--- config.mk ---
export PLATFORM = sky130hd
export DESIGN_NAME = pulse_beat_detector_bpm
export DESIGN_NICKNAME = d
export VERILOG_FILES = /design/src/design/pbd_pkg.sv /design/src/design/pbd_queue.sv /design/src/design/pbd_front.sv /design/src/design/pbd_back.sv /design/src/design/pulse_beat_detector_bpm.sv
export SDC_FILE = /design/constraint.sdc
export NUM_CORES = 1
export LEC_CHECK = 0
export BUFFER_PORTS_ARGS = -buffer_cell sky130_fd_sc_hd__clkbuf_2
export CAP_MARGIN = 20
export CORE_MARGIN = 8
export CORE_UTILIZATION = 57
export CTS_CLUSTER_SIZE = 25
export DETAILED_ROUTE_END_ITERATION = 12
export GPL_TIMING_DRIVEN = 0
export PLACE_DENSITY = 0.77
export SKIP_LAST_GASP = 1
export SLEW_MARGIN = 5
export SYNTH_ARGS = -nofsm -noshare
export SYNTH_HDL_FRONTEND = slang
export SYNTH_HIERARCHICAL = 1
export SYNTH_SLANG_ARGS = --single-unit
--- constraint.sdc ---
create_clock -name clock -period 4.7 [get_ports clock]
set_input_delay 0.94 -clock clock [delete_from_list [all_inputs] [get_ports clock]]
set_output_delay 0.94 -clock clock [all_outputs]
set_load 0.005 [all_outputs]
--- src/design/pbd_pkg.sv ---
// Types, constants and register codes of the pulse beat detector.
`timescale 1ns / 1ps
package pbd_pkg;

   localparam int unsigned TIME_BITS_DEF = 32;
   localparam int unsigned SAMPLE_BITS   = 10;
   localparam int unsigned BPM_BITS      = 16;
   localparam int unsigned INTERVAL_BITS = 16;
   localparam int unsigned CSR_ADDR_BITS = 3;
   localparam int unsigned CSR_DATA_BITS = 16;
   localparam int unsigned REQ_DATA_BITS = 16;
   localparam int unsigned RSP_DATA_BITS = 24;
   localparam int unsigned QUEUE_DEPTH   = 2;

   localparam logic [BPM_BITS-1:0] MS_PER_MINUTE = 16'd60000;

   // Result word layout, lowest bit first.
   localparam int unsigned RSP_LED_BIT   = 0;
   localparam int unsigned RSP_BEAT_BIT  = 1;
   localparam int unsigned RSP_VALID_BIT = 2;
   localparam int unsigned RSP_BPM_LSB   = 3;
   localparam int unsigned RSP_LOST_BIT  = RSP_BPM_LSB + BPM_BITS;

   typedef enum logic [CSR_ADDR_BITS-1:0] {
      REG_THRESHOLD  = 3'd0,
      REG_REFRACTORY = 3'd1,
      REG_LED_ON     = 3'd2,
      REG_LOST_COUNT = 3'd3,
      REG_TICK       = 3'd4,
      REG_BPM_MIN    = 3'd5,
      REG_BPM_MAX    = 3'd6
   } csr_index_type;

   typedef struct packed {
      logic [9:0]  threshold;
      logic [15:0] refractory_ms;
      logic [15:0] led_on_ms;
      logic [7:0]  lost_count;
      logic [9:0]  tick_ms;
      logic [15:0] bpm_min;
      logic [15:0] bpm_max;
   } cfg_type;

   localparam cfg_type CFG_RESET = '{
      threshold:     10'd820,
      refractory_ms: 16'd800,
      led_on_ms:     16'd100,
      lost_count:    8'd10,
      tick_ms:       10'd20,
      bpm_min:       16'd40,
      bpm_max:       16'd200
   };

   // One classified sample on its way from the front end to the divider.
   typedef struct packed {
      logic                     led;
      logic                     beat;
      logic                     lost;
      logic [INTERVAL_BITS-1:0] interval;
   } item_type;

   typedef enum logic [1:0] {
      BK_IDLE,
      BK_DIV,
      BK_FIN
   } bk_state_type;

endpackage

--- src/design/pbd_queue.sv ---
// Short queue of classified samples between the front end and the back end.
`timescale 1ns / 1ps
module pbd_queue #(
   parameter int unsigned DEPTH = pbd_pkg::QUEUE_DEPTH
) (
   input  logic               clock,
   input  logic               reset,
   input  logic               push,
   input  pbd_pkg::item_type  push_item,
   output logic               full,
   input  logic               pop,
   output pbd_pkg::item_type  pop_item,
   output logic               empty
);
   import pbd_pkg::*;

   localparam int unsigned PTR_BITS = $clog2(DEPTH);
   localparam int unsigned CNT_BITS = $clog2(DEPTH + 1);

   item_type            entries_ff [DEPTH];
   logic [PTR_BITS-1:0] wr_ptr_ff, wr_ptr_in;
   logic [PTR_BITS-1:0] rd_ptr_ff, rd_ptr_in;
   logic [CNT_BITS-1:0] count_ff,  count_in;
   logic                do_push, do_pop;

   assign full     = (count_ff == CNT_BITS'(DEPTH));
   assign empty    = (count_ff == '0);
   assign pop_item = entries_ff[rd_ptr_ff];
   assign do_push  = push && !full;
   assign do_pop   = pop && !empty;

   always_comb begin
      wr_ptr_in = wr_ptr_ff;
      rd_ptr_in = rd_ptr_ff;
      count_in  = count_ff;
      if (do_push) begin
         wr_ptr_in = (wr_ptr_ff == PTR_BITS'(DEPTH - 1)) ? '0 : wr_ptr_ff + 1'b1;
      end
      if (do_pop) begin
         rd_ptr_in = (rd_ptr_ff == PTR_BITS'(DEPTH - 1)) ? '0 : rd_ptr_ff + 1'b1;
      end
      if (do_push && !do_pop) begin
         count_in = count_ff + 1'b1;
      end else if (do_pop && !do_push) begin
         count_in = count_ff - 1'b1;
      end
   end

   always_ff @(posedge clock) begin
      if (reset) begin
         wr_ptr_ff <= '0;
         rd_ptr_ff <= '0;
         count_ff  <= '0;
      end else begin
         wr_ptr_ff <= wr_ptr_in;
         rd_ptr_ff <= rd_ptr_in;
         count_ff  <= count_in;
      end
   end

   always_ff @(posedge clock) begin
      if (do_push) begin
         entries_ff[wr_ptr_ff] <= push_item;
      end
   end

endmodule

--- src/design/pbd_front.sv ---
// Front end: tracks time, low runs, arming and the LED, and classifies each sample.
`timescale 1ns / 1ps
module pbd_front #(
   parameter int unsigned TIME_BITS = pbd_pkg::TIME_BITS_DEF
) (
   input  logic                              clock,
   input  logic                              reset,
   input  pbd_pkg::cfg_type                  cfg,
   input  logic                              in_fire,
   input  logic [pbd_pkg::SAMPLE_BITS-1:0]   sample,
   output pbd_pkg::item_type                 item
);
   import pbd_pkg::*;

   logic [TIME_BITS-1:0] time_now_ff,   time_now_in;
   logic [TIME_BITS-1:0] last_beat_ff,  last_beat_in;
   logic [TIME_BITS-1:0] lit_at_ff,     lit_at_in;
   logic                 led_lit_ff,    led_lit_in;
   logic                 armed_ff,      armed_in;
   logic [7:0]           low_run_ff,    low_run_in;

   logic                 is_low, is_high, lost, beat;
   logic [TIME_BITS-1:0] since_beat, since_lit;

   always_comb begin
      is_low  = (sample < cfg.threshold);
      is_high = (sample > cfg.threshold);

      // The low run saturates at the lost count.
      if (is_low) begin
         low_run_in = (low_run_ff < cfg.lost_count) ? low_run_ff + 8'd1 : low_run_ff;
      end else begin
         low_run_in = '0;
      end
      lost = (low_run_in >= cfg.lost_count);

      since_beat = time_now_ff - last_beat_ff;
      since_lit  = time_now_ff - lit_at_ff;
      beat = !lost && is_high && armed_ff
             && (since_beat > TIME_BITS'(cfg.refractory_ms));

      last_beat_in = beat ? time_now_ff : last_beat_ff;
      lit_at_in    = beat ? time_now_ff : lit_at_ff;

      if (lost || beat) begin
         armed_in = 1'b0;
      end else begin
         armed_in = is_low ? 1'b1 : armed_ff;
      end

      // A fresh beat has zero elapsed LED time, so it stays lit unless the on time is zero.
      if (lost) begin
         led_lit_in = 1'b0;
      end else if (beat) begin
         led_lit_in = (cfg.led_on_ms != '0);
      end else begin
         led_lit_in = led_lit_ff && (since_lit < TIME_BITS'(cfg.led_on_ms));
      end

      time_now_in = time_now_ff + TIME_BITS'(cfg.tick_ms);

      item.led  = led_lit_in;
      item.beat = beat;
      item.lost = lost;
      // Any interval above the interval width gives a rate of zero, as does its clamp.
      item.interval = (since_beat > TIME_BITS'({INTERVAL_BITS{1'b1}}))
                      ? {INTERVAL_BITS{1'b1}} : since_beat[INTERVAL_BITS-1:0];
   end

   always_ff @(posedge clock) begin
      if (reset) begin
         time_now_ff  <= '0;
         last_beat_ff <= '0;
         lit_at_ff    <= '0;
         led_lit_ff   <= 1'b0;
         armed_ff     <= 1'b0;
         low_run_ff   <= '0;
      end else if (in_fire) begin
         time_now_ff  <= time_now_in;
         last_beat_ff <= last_beat_in;
         lit_at_ff    <= lit_at_in;
         led_lit_ff   <= led_lit_in;
         armed_ff     <= armed_in;
         low_run_ff   <= low_run_in;
      end
   end

endmodule

--- src/design/pbd_back.sv ---
// Back end: divides the minute by the beat interval and holds the result register.
`timescale 1ns / 1ps
module pbd_back (
   input  logic                                clock,
   input  logic                                reset,
   input  pbd_pkg::cfg_type                    cfg,
   input  logic                                q_empty,
   input  pbd_pkg::item_type                   q_item,
   output logic                                q_pop,
   output logic                                rsp_tvalid,
   input  logic                                rsp_tready,
   output logic [pbd_pkg::RSP_DATA_BITS-1:0]   rsp_tdata
);
   import pbd_pkg::*;

   localparam int unsigned STEP_BITS = $clog2(BPM_BITS);

   bk_state_type         state_ff, state_in;
   item_type             work_ff,  work_in;
   logic [BPM_BITS-1:0]  rem_ff,   rem_in;
   logic [BPM_BITS-1:0]  quo_ff,   quo_in;
   logic [STEP_BITS-1:0] step_ff,  step_in;
   logic                 out_valid_ff, out_valid_in;
   logic [RSP_DATA_BITS-1:0] out_data_ff, out_data_in;

   logic [BPM_BITS:0]    trial;
   logic [BPM_BITS-1:0]  bpm;
   logic                 out_free, out_load;

   assign rsp_tvalid = out_valid_ff;
   assign rsp_tdata  = out_data_ff;

   always_comb begin
      state_in    = state_ff;
      work_in     = work_ff;
      rem_in      = rem_ff;
      quo_in      = quo_ff;
      step_in     = step_ff;
      q_pop       = 1'b0;
      out_load    = 1'b0;
      out_free    = !out_valid_ff || rsp_tready;
      out_data_in = out_data_ff;

      // Restoring division: one quotient bit per cycle, most significant first.
      trial = {rem_ff, quo_ff[BPM_BITS-1]} - {1'b0, work_ff.interval};
      bpm   = work_ff.beat ? quo_ff : '0;

      case (state_ff)
         BK_IDLE: begin
            if (!q_empty) begin
               q_pop    = 1'b1;
               work_in  = q_item;
               rem_in   = '0;
               quo_in   = MS_PER_MINUTE;
               step_in  = '0;
               state_in = q_item.beat ? BK_DIV : BK_FIN;
            end
         end
         BK_DIV: begin
            if (trial[BPM_BITS]) begin
               rem_in = {rem_ff[BPM_BITS-2:0], quo_ff[BPM_BITS-1]};
            end else begin
               rem_in = trial[BPM_BITS-1:0];
            end
            quo_in  = {quo_ff[BPM_BITS-2:0], !trial[BPM_BITS]};
            step_in = step_ff + 1'b1;
            if (step_ff == STEP_BITS'(BPM_BITS - 1)) begin
               state_in = BK_FIN;
            end
         end
         BK_FIN: begin
            if (out_free) begin
               out_load = 1'b1;
               out_data_in = '0;
               out_data_in[RSP_LED_BIT]   = work_ff.led;
               out_data_in[RSP_BEAT_BIT]  = work_ff.beat;
               out_data_in[RSP_VALID_BIT] = work_ff.beat && (bpm >= cfg.bpm_min)
                                            && (bpm <= cfg.bpm_max);
               out_data_in[RSP_BPM_LSB +: BPM_BITS] = bpm;
               out_data_in[RSP_LOST_BIT]  = work_ff.lost;
               state_in = BK_IDLE;
            end
         end
         default: begin
            state_in = BK_IDLE;
         end
      endcase

      if (out_load) begin
         out_valid_in = 1'b1;
      end else if (rsp_tready) begin
         out_valid_in = 1'b0;
      end else begin
         out_valid_in = out_valid_ff;
      end
   end

   always_ff @(posedge clock) begin
      if (reset) begin
         state_ff     <= BK_IDLE;
         out_valid_ff <= 1'b0;
      end else begin
         state_ff     <= state_in;
         out_valid_ff <= out_valid_in;
      end
   end

   always_ff @(posedge clock) begin
      work_ff     <= work_in;
      rem_ff      <= rem_in;
      quo_ff      <= quo_in;
      step_ff     <= step_in;
      out_data_ff <= out_data_in;
   end

endmodule

--- src/design/pulse_beat_detector_bpm.sv ---
// Pulse beat detector top level: register file, front end, queue and divider back end.
//
// The req_ stream carries one pulse-sensor sample per transfer; each sample stands
// for one tick of tick_ms milliseconds. The rsp_ stream returns exactly one result
// per sample, in order: LED level, beat flag, BPM and its window flag, finger lost.
// The csr_ port writes the seven settings by index; write them only while idle.
//
// The front end classifies a sample in the cycle it is transferred and pushes it into
// a two-entry queue. The back end takes one entry at a time. A sample without a beat
// passes from the queue entry through the back end's work register into the result
// register; a beat also passes through the bit-serial divider that forms 60000 /
// interval. The back end takes no new entry until its last result is loaded, so
// the queue absorbs a short burst.
//
// The result register lets the back end finish the next item while a result waits.
// If rsp_tready stays low, the result holds, the queue fills and req_tready drops.
// Reset loads the default settings, zeroes time and beat history, turns the LED off,
// disarms the detector and empties the queue and the result register.
`timescale 1ns / 1ps
module pulse_beat_detector_bpm #(
   parameter int unsigned TIME_BITS = pbd_pkg::TIME_BITS_DEF
) (
   input  logic                                clock,
   input  logic                                reset,
   // sample [9:0], zero fill above
   input  logic [pbd_pkg::REQ_DATA_BITS-1:0]   req_tdata,
   input  logic                                req_tvalid,
   output logic                                req_tready,
   // led [0], beat [1], bpm_valid [2], bpm [18:3], finger_lost [19], zero fill above
   output logic [pbd_pkg::RSP_DATA_BITS-1:0]   rsp_tdata,
   output logic                                rsp_tvalid,
   input  logic                                rsp_tready,
   input  logic                                csr_we,
   input  logic [pbd_pkg::CSR_ADDR_BITS-1:0]   csr_addr,
   input  logic [pbd_pkg::CSR_DATA_BITS-1:0]   csr_wdata
);
   import pbd_pkg::*;

   cfg_type  cfg_ff, cfg_in;
   item_type front_item, q_item;
   logic     in_fire, q_full, q_empty, q_pop;

   always_comb begin
      cfg_in = cfg_ff;
      if (csr_we) begin
         case (csr_addr)
            REG_THRESHOLD:  cfg_in.threshold     = csr_wdata[9:0];
            REG_REFRACTORY: cfg_in.refractory_ms = csr_wdata;
            REG_LED_ON:     cfg_in.led_on_ms     = csr_wdata;
            REG_LOST_COUNT: cfg_in.lost_count    = csr_wdata[7:0];
            REG_TICK:       cfg_in.tick_ms       = csr_wdata[9:0];
            REG_BPM_MIN:    cfg_in.bpm_min       = csr_wdata;
            REG_BPM_MAX:    cfg_in.bpm_max       = csr_wdata;
            default:        cfg_in = cfg_ff;
         endcase
      end
   end

   always_ff @(posedge clock) begin
      if (reset) begin
         cfg_ff <= CFG_RESET;
      end else begin
         cfg_ff <= cfg_in;
      end
   end

   assign req_tready = !q_full;
   assign in_fire    = req_tvalid && req_tready;

   pbd_front #(
      .TIME_BITS (TIME_BITS)
   ) u_front (
      .clock   (clock),
      .reset   (reset),
      .cfg     (cfg_ff),
      .in_fire (in_fire),
      .sample  (req_tdata[SAMPLE_BITS-1:0]),
      .item    (front_item)
   );

   pbd_queue #(
      .DEPTH (QUEUE_DEPTH)
   ) u_queue (
      .clock     (clock),
      .reset     (reset),
      .push      (in_fire),
      .push_item (front_item),
      .full      (q_full),
      .pop       (q_pop),
      .pop_item  (q_item),
      .empty     (q_empty)
   );

   pbd_back u_back (
      .clock      (clock),
      .reset      (reset),
      .cfg        (cfg_ff),
      .q_empty    (q_empty),
      .q_item     (q_item),
      .q_pop      (q_pop),
      .rsp_tvalid (rsp_tvalid),
      .rsp_tready (rsp_tready),
      .rsp_tdata  (rsp_tdata)
   );

endmodule

**After elaboration in Yosys (flattened, before gate mapping)**

Memory sizes are Yosys's and may differ from the RTL's. A register that Yosys moved wholly into a read port is not among the register bits.
Index checks and enable logic that the tools add are counted.

- Flip-flop bits (word level): 248
- Bits in writable memories: 38
- Input port bits: 40
- Memories: 1

- Add/sub/neg operators: 9
- Magnitude comparators: 9
- Equality and inequality tests: 13
- Muxes and demuxes: 34
- Bitwise operators: 1
- Reduce and logical (&&, ||, !) cells: 41

Memories:

| memory | depth | width | rd ports | clocked after memory_dff | write ports | RTL line | source |
|---|---|---|---|---|---|---|---|
| u_queue.entries_ff | 2 | 19 | 1 | 1 | 1 | pbd_queue.sv:20 | `item_type entries_ff [DEPTH];` |

Operators by type and width:

| kind | count |
|---|---|
| $mux 16 | 5 |
| $pmux 16 s2 | 2 |
| $add 32x10->32 | 1 |
| $gt 32x16->1 | 1 |
| $gt 32x16->1 const B | 1 |
| $lt 32x16->1 | 1 |
| $sub 32x32->32 | 1 |
| $reduce_and 2->1 | 12 |
| $sub 17x16->17 | 1 |
| $ge 16x16->1 | 1 |
| $le 16x16->1 | 1 |
| $mux 1 | 16 |
| $mux 8 | 2 |
| $reduce_bool 16->1 | 1 |
| $mux 2 | 6 |
| $logic_and 1x1->1 | 11 |
| $gt 10x10->1 | 1 |
| $lt 10x10->1 | 1 |
| $eq 3x3->1 const B | 3 |
| $add 8x1->8 const B | 1 |
| $ge 8x8->1 | 1 |
| $lt 8x8->1 | 1 |
| $pmux 4 s2 | 1 |
| $reduce_bool 2->1 | 4 |
| 19 further kinds | 31 |

**Logic depth before layout (Yosys ltp)**

- Word-level depth: 11
- Depth in mapped cells: 23
- Depth with buffers taken out: 22

**Hierarchy**

Netlist, hierarchy kept.

By module, submodules not included:

| module | instances | cells each | area an instance (um^2) | seq. area each (um^2) |
|---|---|---|---|---|
| pbd_front | 1 | 994 | 7465.9 | 1481.4 |
| pbd_back | 1 | 408 | 4570.6 | 2312.2 |
| pulse_beat_detector_bpm | 1 | 340 | 3672.3 | 1841.8 |
| pbd_queue | 1 | 84 | 1585.3 | 1241.2 |

**Least setup slack after synthesis**

OpenSTA, ideal clock, no wires.

- Path type: input -> register
- Start: input req_tdata[7] in the netlist's numbering
- End: register u_front.lit_at_ff[22]
- Setup time: 0.072 ns
- Arrival time: 4.548 ns
- Data required time: 4.628 ns
- Path slack: 0.080 ns
- Cell stages on the path: 16
- Path buffers: 2
- Cell sequence: ha_1 a211oi_1 nor2_1 or4_1 clkbuf_1 nor2_1 ha_1 a21o_1 a31oi_1 o21ai_1 o41a_1 or3_1 or2_2 a21oi_4 buf_6 mux2i_1

- Cells in the longest elaborated chain, start to end: 8

Ends and longest elaborated chain:

| element | RTL line | source |
|---|---|---|
| start: declaration | pulse_beat_detector_bpm.sv:26 | `input logic [pbd_pkg::REQ_DATA_BITS-1:0] req_tdata,` |
| $lt 10x10->1 | pbd_front.sv:26 | `is_low = (sample < cfg.threshold);` |
| $mux 8 | pbd_front.sv:30 | `if (is_low) begin` |
| named net u_front.low_run_in[2] | pbd_front.sv:20 | `logic [7:0] low_run_ff, low_run_in;` |
| $ge 8x8->1 | pbd_front.sv:35 | `lost = (low_run_in >= cfg.lost_count);` |
| named net u_front.lost | pbd_front.sv:22 | `logic is_low, is_high, lost, beat;` |
| $logic_not 1->1 | pbd_front.sv:39 | `beat = !lost && is_high && armed_ff` |
| $logic_and 1x1->1 (2 in series) | pbd_front.sv:39 |  |
| $logic_and 1x1->1 | pbd_front.sv:40 | `&& (since_beat > TIME_BITS'(cfg.refractory_ms));` |
| $reduce_and 2->1 (no line) | n/a |  |
| end signal: assignment | pbd_front.sv:81 | `lit_at_ff <= lit_at_in;` |
| end: declaration | pbd_front.sv:17 | `logic [TIME_BITS-1:0] lit_at_ff, lit_at_in;` |

The timed path passes the listed nets, and every way through them passes these cells.
A chain may end at the register's enable or synchronous reset.

**Worst setup path after layout**

- Start: register cfg_ff[43] in the netlist's numbering
- End: register u_front.lit_at_ff[29]

- Cells in the longest elaborated chain, start to end: 9

Ends and longest elaborated chain:

| element | RTL line | source |
|---|---|---|
| start: declaration | pulse_beat_detector_bpm.sv:39 | `cfg_type cfg_ff, cfg_in;` |
| start signal: assignment | pulse_beat_detector_bpm.sv:63 | `cfg_ff <= cfg_in;` |
| $lt 8x8->1 | pbd_front.sv:31 | `low_run_in = (low_run_ff < cfg.lost_count) ? low_run_ff + 8'd1 : low_run_ff;` |
| $mux 8 | pbd_front.sv:31 |  |
| $mux 8 | pbd_front.sv:30 |  |
| named net u_front.low_run_in[2] | pbd_front.sv:20 |  |
| $ge 8x8->1 | pbd_front.sv:35 |  |
| named net u_front.lost | pbd_front.sv:22 |  |
| $logic_not 1->1 | pbd_front.sv:39 |  |
| $logic_and 1x1->1 (2 in series) | pbd_front.sv:39 |  |
| $logic_and 1x1->1 | pbd_front.sv:40 |  |
| $reduce_and 2->1 (no line) | n/a |  |

The timed path passes the listed nets, and every way through them passes these cells.

==> impl_metrics.toml <==
[outcome]
status = "finished, violations left"
violations = "setup timing"

[synthesis]
synth_edf_count = 113
synth_xor_area_frac = 0.0364
synthSimpleGateAreaFrac = 0.178
synth_mux_area_frac = 0.0934
ys.warnings.count = 6
synth.ff_latch_count = 287
syn_avg_cell_area_sq_um = 9.47
synth_compound_area_frac = 0.125
syn_area_sq_um = 17300
ys.flop_type = "dfxtp_1"
yosysUniqueCellTypes = 98
ys_async_sr_fraction = 0
syn-instance-count = 1826
synthAdderAreaFrac = 0.110
ys_seq_area_frac = 0.398
synth_top_family_by_area = "simple AND/OR/NAND/NOR gates"

[setup_path]
max_stage_delay_ns = 0.43
cp_top_family = "compound AO/OA/AOI/OAI gates"
crit_path_top_delay_cell = "or3_4"
cp_data_required_time_ns = 5.19
critPathMaxFanout = 8
rr_endpoint = "u_front/lit_at_ff[29]"
critPathMostFrequentCell = "a21o_1"
cp_cell_sequence = "inv_2, ha_4, a21o_1, a21o_1, a21o_1, a21o_1, a21o_1, a21o_4, a211oi_4, xnor2_1, nor2_1, ha_1, a21o_1, a31oi_1, o21ai_1, o41a_1, or3_4, or2_4, a21oi_4, buf_12, buf_12, mux2i_2"
critPathBufInv = 3
cp.arrival_ns = 5.20
r2r_slack_ns = -0.01
critical_path_class = "register to register"
ff2ff_path_depth = 22
start_kind = "register"
r2r_start = "cfg_ff[43]"
crit_path_end_kind = "register"

[timing]
tightestPinTransition_ns = 0.891
drv_slew = 0
whs_ns = 0.455
finalCriticalPeriod_ns = 4.71
finalHoldViolations = 0
setup_violations = 5
min_period_over_period = 1.00
setup-tns-final_ns = -0.0342
finClkSkew_ns = 0.0149
max_freq_mhz = 212
rsz0062_at_grt = "yes"
setup_ws_ns = -0.0123
slew_headroom = 0.406

[clock_tree]
path_clk_slew_ns = 0.07
numCtsBuffers = 31
h-tree-depth = 1
cts_hold_buf = 0
clkLatencyLatePin_ns = 0.58
clkSinkCount = 287
cts_tree = "built"
cts_buffer_depth = 3
ctsRootBufferMaster = "clkbuf_16"

[floorplan]
dieWidth_um = 190
die_area_sq_um = 36200
core_sq_um = 29800
rows = 63
boundaryPins = 66
initial_utilization = 0.580
die_h_um = 190

[grt]
grt_max_degree = 21
grt-ovfl-total = 0
grt_pass1_wl_um = 67500
grtUsageTotal = 0.226
grt_antenna_before_repair = 0
grt_pass1_vias = 13600

[min_path]
holdPathStages = 2
min_from = "u_front/lit_at_ff[9]"
hp-class = "register to register"
min_to = "u_front/lit_at_ff[9]"

[drt]
drt-pass1-iter-count = 5
vias = 13600
drc_errors = 0
drt-total-wl_um = 41500
avgRoutedWirePerCell_um = 17.7
final_antenna_net_count = 0
viasPerCell = 5.78
first_iter_violations = 894

[final_layout]
drive_gt1_frac = 0.123
multi_input_area_sq_um = 9580
area_growth_pct = 13.4
n_antenna_cell = 0
nets = 2120
regArea_sq_um = 6880
final_cells = 2345
fillers = 2311

[placed_design]
gp_congestion = 0.911
io_buffers = 52
dp_cells = 2274
place_hpwl_um = 31000

[power]
power.total_mw = 8.82
leakagePower_nw = 8.18
ir_drop_mv = 0.379
power.density_nw_per_um2 = 450

[flow_run]
cap_violations = 0
[layout make-up]
cell class,count,share of cell area
buffer,82,0.0232
clock buffer,33,0.0399
clock inverter,24,0.0179
inverter,159,0.0304
multi-input combinational,1300,0.488
sequential,287,0.351
tap,390,0.0249
timing repair buffer,70,0.0245
[how the worst max path moves through the flow]
stage                            end  cells after the start         start
3_5_place_dp   u_front/lit_at_ff[19]                     16  req_tdata[7]
4_1_cts         u_front/lit_at_ff[3]                     19  req_tdata[3]
6_report       u_front/lit_at_ff[29]                     22    cfg_ff[43]
2_1_floorplan  u_front/lit_at_ff[22]                     16  req_tdata[7]
5_1_grt        u_front/lit_at_ff[21]                     22    cfg_ff[43]
3_3_place_gp   u_front/lit_at_ff[27]                     16  req_tdata[7]
[layout by cell type, fill, tap and decap left out, drive strengths merged, types with 11 or more instances in the layout]
master | synthesis | layout
dfxtp | 174 | 174
inv | 158 | 161
ha | 146 | 146
nor2 | 142 | 142
nand2 | 141 | 141
mux2i | 140 | 140
nand2b | 127 | 127
clkbuf | 40 | 126
edfxtp | 113 | 113
a21oi | 99 | 99
o21ai | 63 | 63
buf | 43 | 59
xnor2 | 49 | 49
a21o | 36 | 36
and2 | 35 | 35
nand3 | 29 | 29
nand4 | 23 | 23
xor2 | 22 | 22
nor3 | 21 | 21
mux2 | 19 | 19
a211oi | 17 | 17
nor4 | 16 | 16
o21a | 13 | 13
a31oi | 13 | 13
or3 | 13 | 13
and3 | 11 | 11
[routing by layer]
layer | GRT usage | share of wire | vias up
met5 | 0 | 0 | -
met1 | 0.288 | 0.44 | 6442
li1 | - | - | 6612
met2 | 0.385 | 0.47 | 389
met3 | 0.0297 | 0.050 | 111
met4 | 0.0847 | 0.037 | 0
[cell usage after synthesis, types with 14 or more instances]
library cell | instances | share of area
nor4_1 | 14 | 0.0051
buf_2 | 24 | 0.0069
o21ai_0 | 48 | 0.014
dfxtp_1 | 174 | 0.20
mux2_2 | 19 | 0.012
nand2b_1 | 127 | 0.046
nor2_1 | 142 | 0.031
inv_1 | 157 | 0.034
edfxtp_1 | 113 | 0.20
and2_1 | 34 | 0.012
a21o_1 | 36 | 0.016
o21ai_1 | 15 | 0.0043
a21oi_1 | 96 | 0.028
nand3_1 | 29 | 0.0084
nand2_1 | 141 | 0.031
clkbuf_1 | 40 | 0.0087
xor2_1 | 21 | 0.011
nand4_1 | 23 | 0.0083
nor3_1 | 20 | 0.0058
xnor2_1 | 49 | 0.025
ha_1 | 146 | 0.11
mux2i_1 | 140 | 0.081
[power by group]
| part | total [mW] | switching (mW) | internal, mW |
|---|---|---|---|
| Clock | 2.69 | 1.04 | 1.65 |
| Sequential | 3.20 | 0.171 | 3.03 |
| Combinational | 2.93 | 1.73 | 1.20 |
[per-stage QoR]
stage,utilization,setup WS [ns],instance area [sq um]
detailed placement,0.608,-0.913,18100
global placement,0.606,-0.859,18100
finish,0.658,-0.0123,19600
CTS,0.655,0.0507,19500
floorplan,-,0.0803,17300
global route,0.658,-0.142,19600
[worst reg2reg max path, cell delays in order, from the launching register on]
cell and delay (ns):
dfxtp_2 0.34, inv_2 0.05, ha_4 0.20, a21o_1 0.15
a21o_1 0.18, a21o_1 0.15, a21o_1 0.15, a21o_1 0.18
a21o_4 0.28, a211oi_4 0.26, xnor2_1 0.14, nor2_1 0.07
ha_1 0.33, a21o_1 0.17, a31oi_1 0.19, o21ai_1 0.09
o41a_1 0.36, or3_4 0.43, or2_4 0.25, a21oi_4 0.14
buf_12 0.17, buf_12 0.15, mux2i_2 0.20
[sequential cells by signal, summed over array words and instances, names as in the netlist, named ones only]
name                 flops
u_queue/entries_ff      38
u_back/step_ff           4
u_queue/wr_ptr_ff        1
u_front/lit_at_ff       32
u_back/rsp_tdata        20
cfg_ff                  92
u_back/state_ff          2
u_back/work_ff          19
u_front/armed_ff         1
u_back/rem_ff           16
u_queue/rd_ptr_ff        1
u_back/quo_ff           16
u_queue/count_ff         2
u_front/led_lit_ff       1
u_front/time_now_ff     32
u_front/low_run_ff       8
u_back/rsp_tvalid        1
[logic make-up (layout without fill, tap and decap cells)]
kind of cell	count (synthesis)	count (layout)
compound gates	319	319
xor+xnor	71	71
fa+ha+maj	150	150
buf+inv	242	368
flops	287	287
mux	159	159
other cells	1	4
simple gates	597	597
[repair_timing]
| action | CTS | global route |
|---|---|---|
| gates resized for setup | 30 | 19 |
| pin swaps | 16 | 21 |
| setup buffers | 10 | 4 |
| gates cloned | 2 | 1 |
| endpoints found under the setup margin | 38 | 36 |
No activity file was read; power rests on OpenSTA's default activity.
